## config.mk

```make
export PLATFORM = sky130hd
export DESIGN_NAME = command_packet_framer
export DESIGN_NICKNAME = d
export VERILOG_FILES = /design/src/hdl/cpf_pkg.sv /design/src/hdl/cpf_front.sv /design/src/hdl/cpf_queue.sv /design/src/hdl/cpf_back.sv /design/src/hdl/command_packet_framer.sv
export SDC_FILE = /design/constraint.sdc
export NUM_CORES = 1
export LEC_CHECK = 0
export BUFFER_PORTS_ARGS = -buffer_cell sky130_fd_sc_hd__buf_2
export CORE_MARGIN = 2
export CORE_UTILIZATION = 57
export DETAILED_ROUTE_END_ITERATION = 7
export PLACE_DENSITY = 0.87
export SYNTH_ARGS = -nofsm -noshare
export SYNTH_HDL_FRONTEND = slang
export SYNTH_HIERARCHICAL = 1
export SYNTH_SLANG_ARGS = --single-unit
```

## constraint.sdc

```tcl
create_clock -name aclk -period 10.8 [get_ports aclk]
set_input_delay 0.54 -clock aclk [delete_from_list [all_inputs] [get_ports aclk]]
set_output_delay 0.54 -clock aclk [all_outputs]
set_load 0.005 [all_outputs]
```

## src/hdl/cpf_pkg.sv

```systemverilog
// shared types and constants of the command packet framer
`default_nettype none
package cpf_pkg;

    // packet store depth, 20 to 31
    localparam int MAX_PACKET_BYTES = 20;
    localparam int FILL_W           = $clog2(MAX_PACKET_BYTES + 1);
    localparam int IDX_W            = $clog2(MAX_PACKET_BYTES);

    // packets that may wait between the framer and the output side
    localparam int QUEUE_DEPTH = 2;
    localparam int QPTR_W      = (QUEUE_DEPTH > 1) ? $clog2(QUEUE_DEPTH) : 1;
    localparam int QCNT_W      = $clog2(QUEUE_DEPTH + 1);

    localparam logic [15:0] TIMEOUT_RESET = 16'd1000;

    // protocol characters
    localparam logic [7:0] CH_BANG = 8'h21;
    localparam logic [7:0] CH_A    = 8'h41;
    localparam logic [7:0] CH_B    = 8'h42;
    localparam logic [7:0] CH_C    = 8'h43;
    localparam logic [7:0] CH_G    = 8'h47;
    localparam logic [7:0] CH_L    = 8'h4C;
    localparam logic [7:0] CH_M    = 8'h4D;
    localparam logic [7:0] CH_Q    = 8'h51;

    // fixed lengths per packet type
    localparam logic [FILL_W-1:0] LEN_GML = FILL_W'(15);
    localparam logic [FILL_W-1:0] LEN_Q   = FILL_W'(19);
    localparam logic [FILL_W-1:0] LEN_B   = FILL_W'(5);
    localparam logic [FILL_W-1:0] LEN_C   = FILL_W'(6);
    localparam logic [FILL_W-1:0] LEN_MAX = FILL_W'(MAX_PACKET_BYTES);

    // input operations
    localparam logic OP_BYTE = 1'b0;

    // one closed packet, handed from the framer to the output side
    typedef struct packed {
        logic [MAX_PACKET_BYTES-1:0][7:0] bytes;
        logic [FILL_W-1:0]                len;
        logic [7:0]                       ptype;
        logic                             ok;
        logic                             match;
    } pkt_t;

endpackage
`default_nettype wire

```

## src/hdl/cpf_front.sv

```systemverilog
// framer: accepts bytes and ticks, assembles packets, decides when to close
`default_nettype none
module cpf_front
    import cpf_pkg::*;
(
    input  wire logic        aclk,
    input  wire logic        aresetn,
    input  wire logic        cfg_wr_en,
    input  wire logic [15:0] cfg_wr_data,
    input  wire logic        s_valid,
    output logic             s_ready,
    input  wire logic        s_op,
    input  wire logic [7:0]  s_byte_value,
    input  wire logic        q_full,
    output logic             q_push,
    output pkt_t             q_pkt
);

    logic [MAX_PACKET_BYTES-1:0][7:0] store_reg, store_next;
    logic [7:0]        last_reg, last_next;
    logic [FILL_W-1:0] fill_reg, fill_next;
    logic [7:0]        sum_reg, sum_next;
    logic [15:0]       cnt_reg, cnt_next;
    logic [15:0]       timeout_reg;

    logic              accept;
    logic              is_byte;
    logic              close;
    logic              complete;
    logic [FILL_W-1:0] base_idx;
    logic [7:0]        base_sum;
    logic [7:0]        kind;

    assign s_ready = !q_full;
    assign accept  = s_valid && s_ready;
    assign is_byte = (s_op == OP_BYTE);
    assign q_push  = accept && close;

    always_comb begin
        store_next = store_reg;
        last_next  = last_reg;
        fill_next  = fill_reg;
        sum_next   = sum_reg;
        base_idx   = (s_byte_value == CH_BANG) ? '0 : fill_reg;
        base_sum   = (s_byte_value == CH_BANG) ? '0 : sum_reg;
        if (is_byte) begin
            fill_next = base_idx;
            sum_next  = base_sum;
            if (base_idx < LEN_MAX) begin
                store_next[base_idx[IDX_W-1:0]] = s_byte_value;
                last_next = s_byte_value;
                fill_next = base_idx + FILL_W'(1);
                sum_next  = base_sum + s_byte_value;
            end
        end

        // type-driven completion
        kind     = store_next[1];
        complete = 1'b0;
        if (fill_next >= LEN_MAX) begin
            complete = 1'b1;
        end else if (fill_next >= FILL_W'(2)) begin
            case (kind) inside
                CH_A:             complete = 1'b1;
                CH_G, CH_M, CH_L: complete = (fill_next == LEN_GML);
                CH_Q:             complete = (fill_next == LEN_Q);
                CH_B:             complete = (fill_next == LEN_B);
                CH_C:             complete = (fill_next == LEN_C);
                default:          complete = 1'b0;
            endcase
        end
        close = is_byte ? complete : (cnt_reg <= 16'd1);

        // descriptor of the closing packet
        q_pkt.bytes = store_next;
        q_pkt.len   = fill_next;
        q_pkt.ok    = (fill_next != '0) && (store_next[0] == CH_BANG);
        q_pkt.ptype = (q_pkt.ok && fill_next >= FILL_W'(2)) ? store_next[1] : 8'd0;
        q_pkt.match = q_pkt.ok && (~(sum_next - last_next) == last_next);

        cnt_next = cnt_reg;
        if (close || is_byte) begin
            cnt_next = timeout_reg;
        end else begin
            cnt_next = cnt_reg - 16'd1;
        end
    end

    always_ff @(posedge aclk) begin
        if (accept) begin
            store_reg <= store_next;
            last_reg  <= last_next;
        end
    end

    always_ff @(posedge aclk) begin
        if (!aresetn) begin
            timeout_reg <= TIMEOUT_RESET;
            fill_reg    <= '0;
            sum_reg     <= '0;
            cnt_reg     <= TIMEOUT_RESET;
        end else begin
            if (cfg_wr_en) begin
                timeout_reg <= cfg_wr_data;
            end
            if (accept) begin
                cnt_reg <= cnt_next;
                if (close) begin
                    fill_reg <= '0;
                    sum_reg  <= '0;
                end else begin
                    fill_reg <= fill_next;
                    sum_reg  <= sum_next;
                end
            end
        end
    end

endmodule
`default_nettype wire

```

## src/hdl/cpf_queue.sv

```systemverilog
// short fifo of closed packets between framer and output side
`default_nettype none
module cpf_queue
    import cpf_pkg::*;
(
    input  wire logic aclk,
    input  wire logic aresetn,
    input  wire logic push,
    input  pkt_t      push_pkt,
    output logic      full,
    input  wire logic pop,
    output logic      head_valid,
    output pkt_t      head_pkt
);

    pkt_t              mem [QUEUE_DEPTH];
    logic [QPTR_W-1:0] wr_ptr_reg, rd_ptr_reg;
    logic [QCNT_W-1:0] count_reg;

    assign full       = (count_reg == QCNT_W'(QUEUE_DEPTH));
    assign head_valid = (count_reg != '0);
    assign head_pkt   = mem[rd_ptr_reg];

    function automatic logic [QPTR_W-1:0] ptr_inc(input logic [QPTR_W-1:0] p);
        return (p == QPTR_W'(QUEUE_DEPTH - 1)) ? '0 : p + QPTR_W'(1);
    endfunction

    always_ff @(posedge aclk) begin
        if (push) begin
            mem[wr_ptr_reg] <= push_pkt;
        end
    end

    always_ff @(posedge aclk) begin
        if (!aresetn) begin
            wr_ptr_reg <= '0;
            rd_ptr_reg <= '0;
            count_reg  <= '0;
        end else begin
            if (push) begin
                wr_ptr_reg <= ptr_inc(wr_ptr_reg);
            end
            if (pop) begin
                rd_ptr_reg <= ptr_inc(rd_ptr_reg);
            end
            if (push && !pop) begin
                count_reg <= count_reg + QCNT_W'(1);
            end else if (pop && !push) begin
                count_reg <= count_reg - QCNT_W'(1);
            end
        end
    end

endmodule
`default_nettype wire

```

## src/hdl/cpf_back.sv

```systemverilog
// output side: plays one queued packet out as a run of results
`default_nettype none
module cpf_back
    import cpf_pkg::*;
(
    input  wire logic        aclk,
    input  wire logic        aresetn,
    input  wire logic        head_valid,
    input  pkt_t             head_pkt,
    output logic             q_pop,
    output logic             m_valid,
    input  wire logic        m_ready,
    output logic [7:0]       m_data_byte,
    output logic             m_last,
    output logic             m_packet_ok,
    output logic [4:0]       m_packet_length,
    output logic [7:0]       m_packet_type,
    output logic             m_checksum_match
);

    logic [IDX_W-1:0] k_reg;
    logic             valid_reg;
    logic [7:0]       data_reg;
    logic             last_reg;
    logic             ok_reg;
    logic [4:0]       len_reg;
    logic [7:0]       type_reg;
    logic             match_reg;

    logic             load;
    logic             at_end;

    assign load   = head_valid && (!valid_reg || m_ready);
    assign at_end = !head_pkt.ok
                    || ((FILL_W'(k_reg) + FILL_W'(1)) == head_pkt.len);
    assign q_pop  = load && at_end;

    assign m_valid          = valid_reg;
    assign m_data_byte      = data_reg;
    assign m_last           = last_reg;
    assign m_packet_ok      = ok_reg;
    assign m_packet_length  = len_reg;
    assign m_packet_type    = type_reg;
    assign m_checksum_match = match_reg;

    always_ff @(posedge aclk) begin
        if (load) begin
            data_reg  <= head_pkt.ok ? head_pkt.bytes[k_reg] : 8'd0;
            last_reg  <= at_end;
            ok_reg    <= head_pkt.ok;
            len_reg   <= head_pkt.ok ? head_pkt.len[4:0] : 5'd0;
            type_reg  <= head_pkt.ok ? head_pkt.ptype : 8'd0;
            match_reg <= head_pkt.ok && head_pkt.match;
        end
    end

    always_ff @(posedge aclk) begin
        if (!aresetn) begin
            valid_reg <= 1'b0;
            k_reg     <= '0;
        end else begin
            if (load) begin
                valid_reg <= 1'b1;
                k_reg     <= at_end ? '0 : k_reg + IDX_W'(1);
            end else if (m_ready) begin
                valid_reg <= 1'b0;
            end
        end
    end

    // retiring a packet always leaves its final result on the output
    a_pop_last: assert property (@(posedge aclk) disable iff (!aresetn)
        q_pop |=> (valid_reg && last_reg))
        else $error("packet retired without a final result");

    // a failure result is a single zeroed result
    a_fail_single: assert property (@(posedge aclk) disable iff (!aresetn)
        (valid_reg && !ok_reg) |-> (last_reg && len_reg == 5'd0 && data_reg == 8'd0))
        else $error("failure result not a single zeroed result");

    // run index stays inside the packet store
    a_k_range: assert property (@(posedge aclk) disable iff (!aresetn)
        k_reg < IDX_W'(MAX_PACKET_BYTES))
        else $error("run index beyond packet store");

endmodule
`default_nettype wire

```

## src/hdl/command_packet_framer.sv

```systemverilog
// top level of the command packet framer: framer, packet queue, output side
// first result, queue empty: the closing packet is registered in the packet queue, then in the output registers
// throughput: one byte or tick per cycle while the packet queue has room (2 packets)
// a packet of n bytes drains as n results, one result per cycle while m_ready is high; a failure is one result
// input stalls only when the packet queue is full behind a draining run
// reset (aresetn, synchronous, low): empty packet, idle count and timeout back to 1000
`default_nettype none
module command_packet_framer
    import cpf_pkg::*;
(
    input  wire logic        aclk,
    input  wire logic        aresetn,
    // timeout register write
    input  wire logic        cfg_wr_en,
    input  wire logic [15:0] cfg_wr_data,
    // byte and tick transfers
    input  wire logic        s_valid,
    output logic             s_ready,
    input  wire logic        s_op,
    input  wire logic [7:0]  s_byte_value,
    // result transfers
    output logic             m_valid,
    input  wire logic        m_ready,
    output logic [7:0]       m_data_byte,
    output logic             m_last,
    output logic             m_packet_ok,
    output logic [4:0]       m_packet_length,
    output logic [7:0]       m_packet_type,
    output logic             m_checksum_match
);

    // framer to queue
    logic q_push;
    logic q_full;
    pkt_t q_pkt;

    // queue to output side
    logic q_pop;
    logic head_valid;
    pkt_t head_pkt;

    // framer: stores bytes, keeps sum and idle count, closes packets
    cpf_front u_front (
        .aclk         (aclk),
        .aresetn      (aresetn),
        .cfg_wr_en    (cfg_wr_en),
        .cfg_wr_data  (cfg_wr_data),
        .s_valid      (s_valid),
        .s_ready      (s_ready),
        .s_op         (s_op),
        .s_byte_value (s_byte_value),
        .q_full       (q_full),
        .q_push       (q_push),
        .q_pkt        (q_pkt)
    );

    // closed packets wait here so framing goes on during a run
    cpf_queue u_queue (
        .aclk       (aclk),
        .aresetn    (aresetn),
        .push       (q_push),
        .push_pkt   (q_pkt),
        .full       (q_full),
        .pop        (q_pop),
        .head_valid (head_valid),
        .head_pkt   (head_pkt)
    );

    // registered output, one result per transfer
    cpf_back u_back (
        .aclk             (aclk),
        .aresetn          (aresetn),
        .head_valid       (head_valid),
        .head_pkt         (head_pkt),
        .q_pop            (q_pop),
        .m_valid          (m_valid),
        .m_ready          (m_ready),
        .m_data_byte      (m_data_byte),
        .m_last           (m_last),
        .m_packet_ok      (m_packet_ok),
        .m_packet_length  (m_packet_length),
        .m_packet_type    (m_packet_type),
        .m_checksum_match (m_checksum_match)
    );

endmodule
`default_nettype wire

```

==> summary.md <==
| Metric | Value |
|---|---|
| Status | finished clean |
| Fin Setup TNS | 0 ps |
| Later-pin clock latency in the skew report | about 640 ps |
| Layout cell share with drive strength beyond 1 | 0.292 |
| Die footprint | approximately 0.048 mm^2 |
| HP Class | in2reg |
| Count of cell types in the netlist | between 70 and 80 |
| Worst vdd ir | around 150 uV |
| Final Cycle Share | 0.556 |
| Final ANT Viol Nets | 0 |
| PwrDens | 214 mW/mm^2 |
| Crit path kind | in2reg |
| WL final | roughly 57000 um |
| Fin. max-slew vios | 0 |
| Via-to-Cell Ratio | around 6.2 |
| RSZ-0062 raised after global routing | no |
| Antenna violations before repair | 3 |
| Clock sinks | between 500 and 600 |
| CTS max path bufs | 3 |
| H-tree depth reported by CTS | 2 |
| Synth area leader | edfxtp_1 |
| Initial Util | 0.577 |
| Max Fclk | between 150 and 200 MHz |
| Synthesized area per cell | approximately 16 um^2 |
| Rows | between 70 and 80 |
| Congestion Overflow GR | 0 |
| Core area | around 0.045 mm^2 |
| Drt pass-1 iters | 6 |
| Total number of vias | 14600 |
| Fin crit period | approximately 6000 ps |
| Largest register FFs | 350 |
| Synth Warn # | 6 |
| Worst Path Required | 11040 ps |
| Worst rel slew slack | 0.228 |
| Top_reg_cell synth | edfxtp_1 |
| WL per Instance | ~24 um |
| Final Core Density | 0.628 |
| FF+latch area | between 0.015 and 0.02 mm^2 |
| Worst EP arrival | ~6300 ps |
| Max-cap violation count | 0 |
| Postcts setup bufs | 0 |
| Clock slew at reported path FFs | 60 ps |
| Tightest Pin Transition | 1160 ps |
| HPWL Detailed | 33400 um |
| Cell Area, Synth | 0.0262 mm^2 |
| Fillers | a little over 3000 |
| Area Overhead vs Synth | 8.98% |
| IO Port Bufs | 55 |
| TritonCTS clock tree | done |
| Layout Skew | between 30 and 40 ps |
| GP Congestion | roughly 0.9 |
| Yosys reg bits | slightly below 600 |
| CTS buffer count | between 50 and 60 |
| Crit start category | input port |
| Largest fanout on the critical path | 66 |
| Leakage | between 8 and 9 nW |
| Final hold viol count | 0 |
| Number of global-route vias before repair | roughly 15000 |
| DRT iter0 DRCs | ~1600 |
| Setup Viol. Count Final | 0 |
| Hold_buf cts | 0 |
| Root Buffer | clkbuf_16 |
| DIE WIDTH | between 200 and 250 um |
| Synth top area cells | edfxtp_1 (62%), mux2_2 (14%), dfxtp_1 (4.3%) |
| Area share of the largest cell type after synthesis | 0.621 |
| Post-Syn Instances | 1676 |
| Multi-input gate area | roughly 0.0082 mm^2 |
| Number of synthesized flops with an enable pin | 541 |
| CP Capture Type | flip-flop |
| I/O Pins | 56 |
| First-pass GRT wire length | around 86000 um |
| Post-synth top cells | edfxtp_1 (541), mux2_2 (315), nand2_1 (109) |
| # resized after CTS | 0 |
| Register area share after synthesis | 0.664 |
| Largest net degree at the start of global routing | approximately 170 |
| DRC | 0 |
| Layout Nets | 1766 |
| Count leader, synth | edfxtp_1 |
| Share of flip-flops with an asynchronous set or reset | 0 |
| Gr usage total | 0.239 |
| Die Y | around 220 um |
| Syn Nets | approximately 1700 |
==> placed cells by master, fill, tap and decap left out, drive strengths merged, types with 5 or more instances in the layout <==
cell	instances
inv	31
nor3b	5
a31oi	11
mux2	315
nor3	19
clkbuf	77
edfxtp	541
o21ai	71
o31ai	9
buf	67
clkinv	25
dfxtp	56
nor2b	11
o21bai	7
mux2i	44
xnor2	16
o22ai	11
nand2	109
mux4	30
or3	6
and3	10
xor2	9
nor2	62
ha	21
and2	29
a21oi	49
a22o	10
a21o	7
nor4	7
nand3	18
nand4	11
nor4b	5
==> kinds of logic (layout without fill, tap and decap cells) <==
family,count (synthesis),after routing,share of synthesized area
flops,597,597,0.664
mux,389,389,0.179
simple gates,310,310,0.0598
compound gates,212,212,0.0516
buf+inv,119,200,0.0250
xor+xnor,26,26,0.00928
fa+ha+maj,23,23,0.0116
other cells,0,1,0
==> through the flow <==
stage	hold slack (ps)	worst slack (ps)	instance area, um^2	cells	total power, mW
5_1_grt	141	4320	28500	2357	6.34
6_report	146	4790	28500	2358	6.11
3_5_place_dp	464	4220	26800	2255	4.33
3_3_place_gp	462	4370	26800	2255	4.27
4_1_cts	126	4870	28500	2357	6.14
2_1_floorplan	438	2220	26200	1676	4.05
==> per-layer routing <==
metal | GRT usage | routed length [um]
met5 | 0 | 13
met4 | 0.0980 | 2060
met3 | 0.0519 | 4540
met2 | 0.386 | 27500
met1 | 0.315 | 22400
==> path summary, 6_finish.rpt <==
| path | start | endpoint | slack (ps) | cells after the start |
|---|---|---|---|---|
| max reg2reg | u_front/fill_reg[3] | u_queue/mem[1][71] | 5180 | 10 |
| min | cfg_wr_data[5] | u_front/timeout_reg[5] | 150 | 3 |
| max | s_byte_value[0] | u_queue/mem[1][71] | 4790 | 16 |
| min reg2reg | u_front/timeout_reg[3] | u_front/timeout_reg[3] | 480 | 2 |
==> worst max-delay path, stage by stage <==
cell      delay, ps
buf_2           490
nor4b_4         430
nand2_1         540
nand2_1         340
inv_1            90
ha_1            290
nor2b_1         240
nand3_1         200
o221ai_2        130
or2_1           260
o41ai_1         300
a32oi_1         140
a21o_2          270
nor2_1          230
and2_4          820
buf_4           820
==> final cells by class <==
class	instances	area share
clock inverter	25	0.00540
antenna	1	0.0000878
clock buffer	77	0.0531
inverter	31	0.00426
tap	600	0.0263
timing repair buffer	67	0.0133
multi-input combinational	960	0.288
sequential	597	0.609
==> report_power, final <==
part | internal [mW] | switching [mW]
Sequential | 2.89 | 0.140
Combinational | 0.559 | 0.713
Clock | 0.981 | 0.828
Total | 4.43 | 1.68
Note: power is estimated with default switching activity, not from simulation.
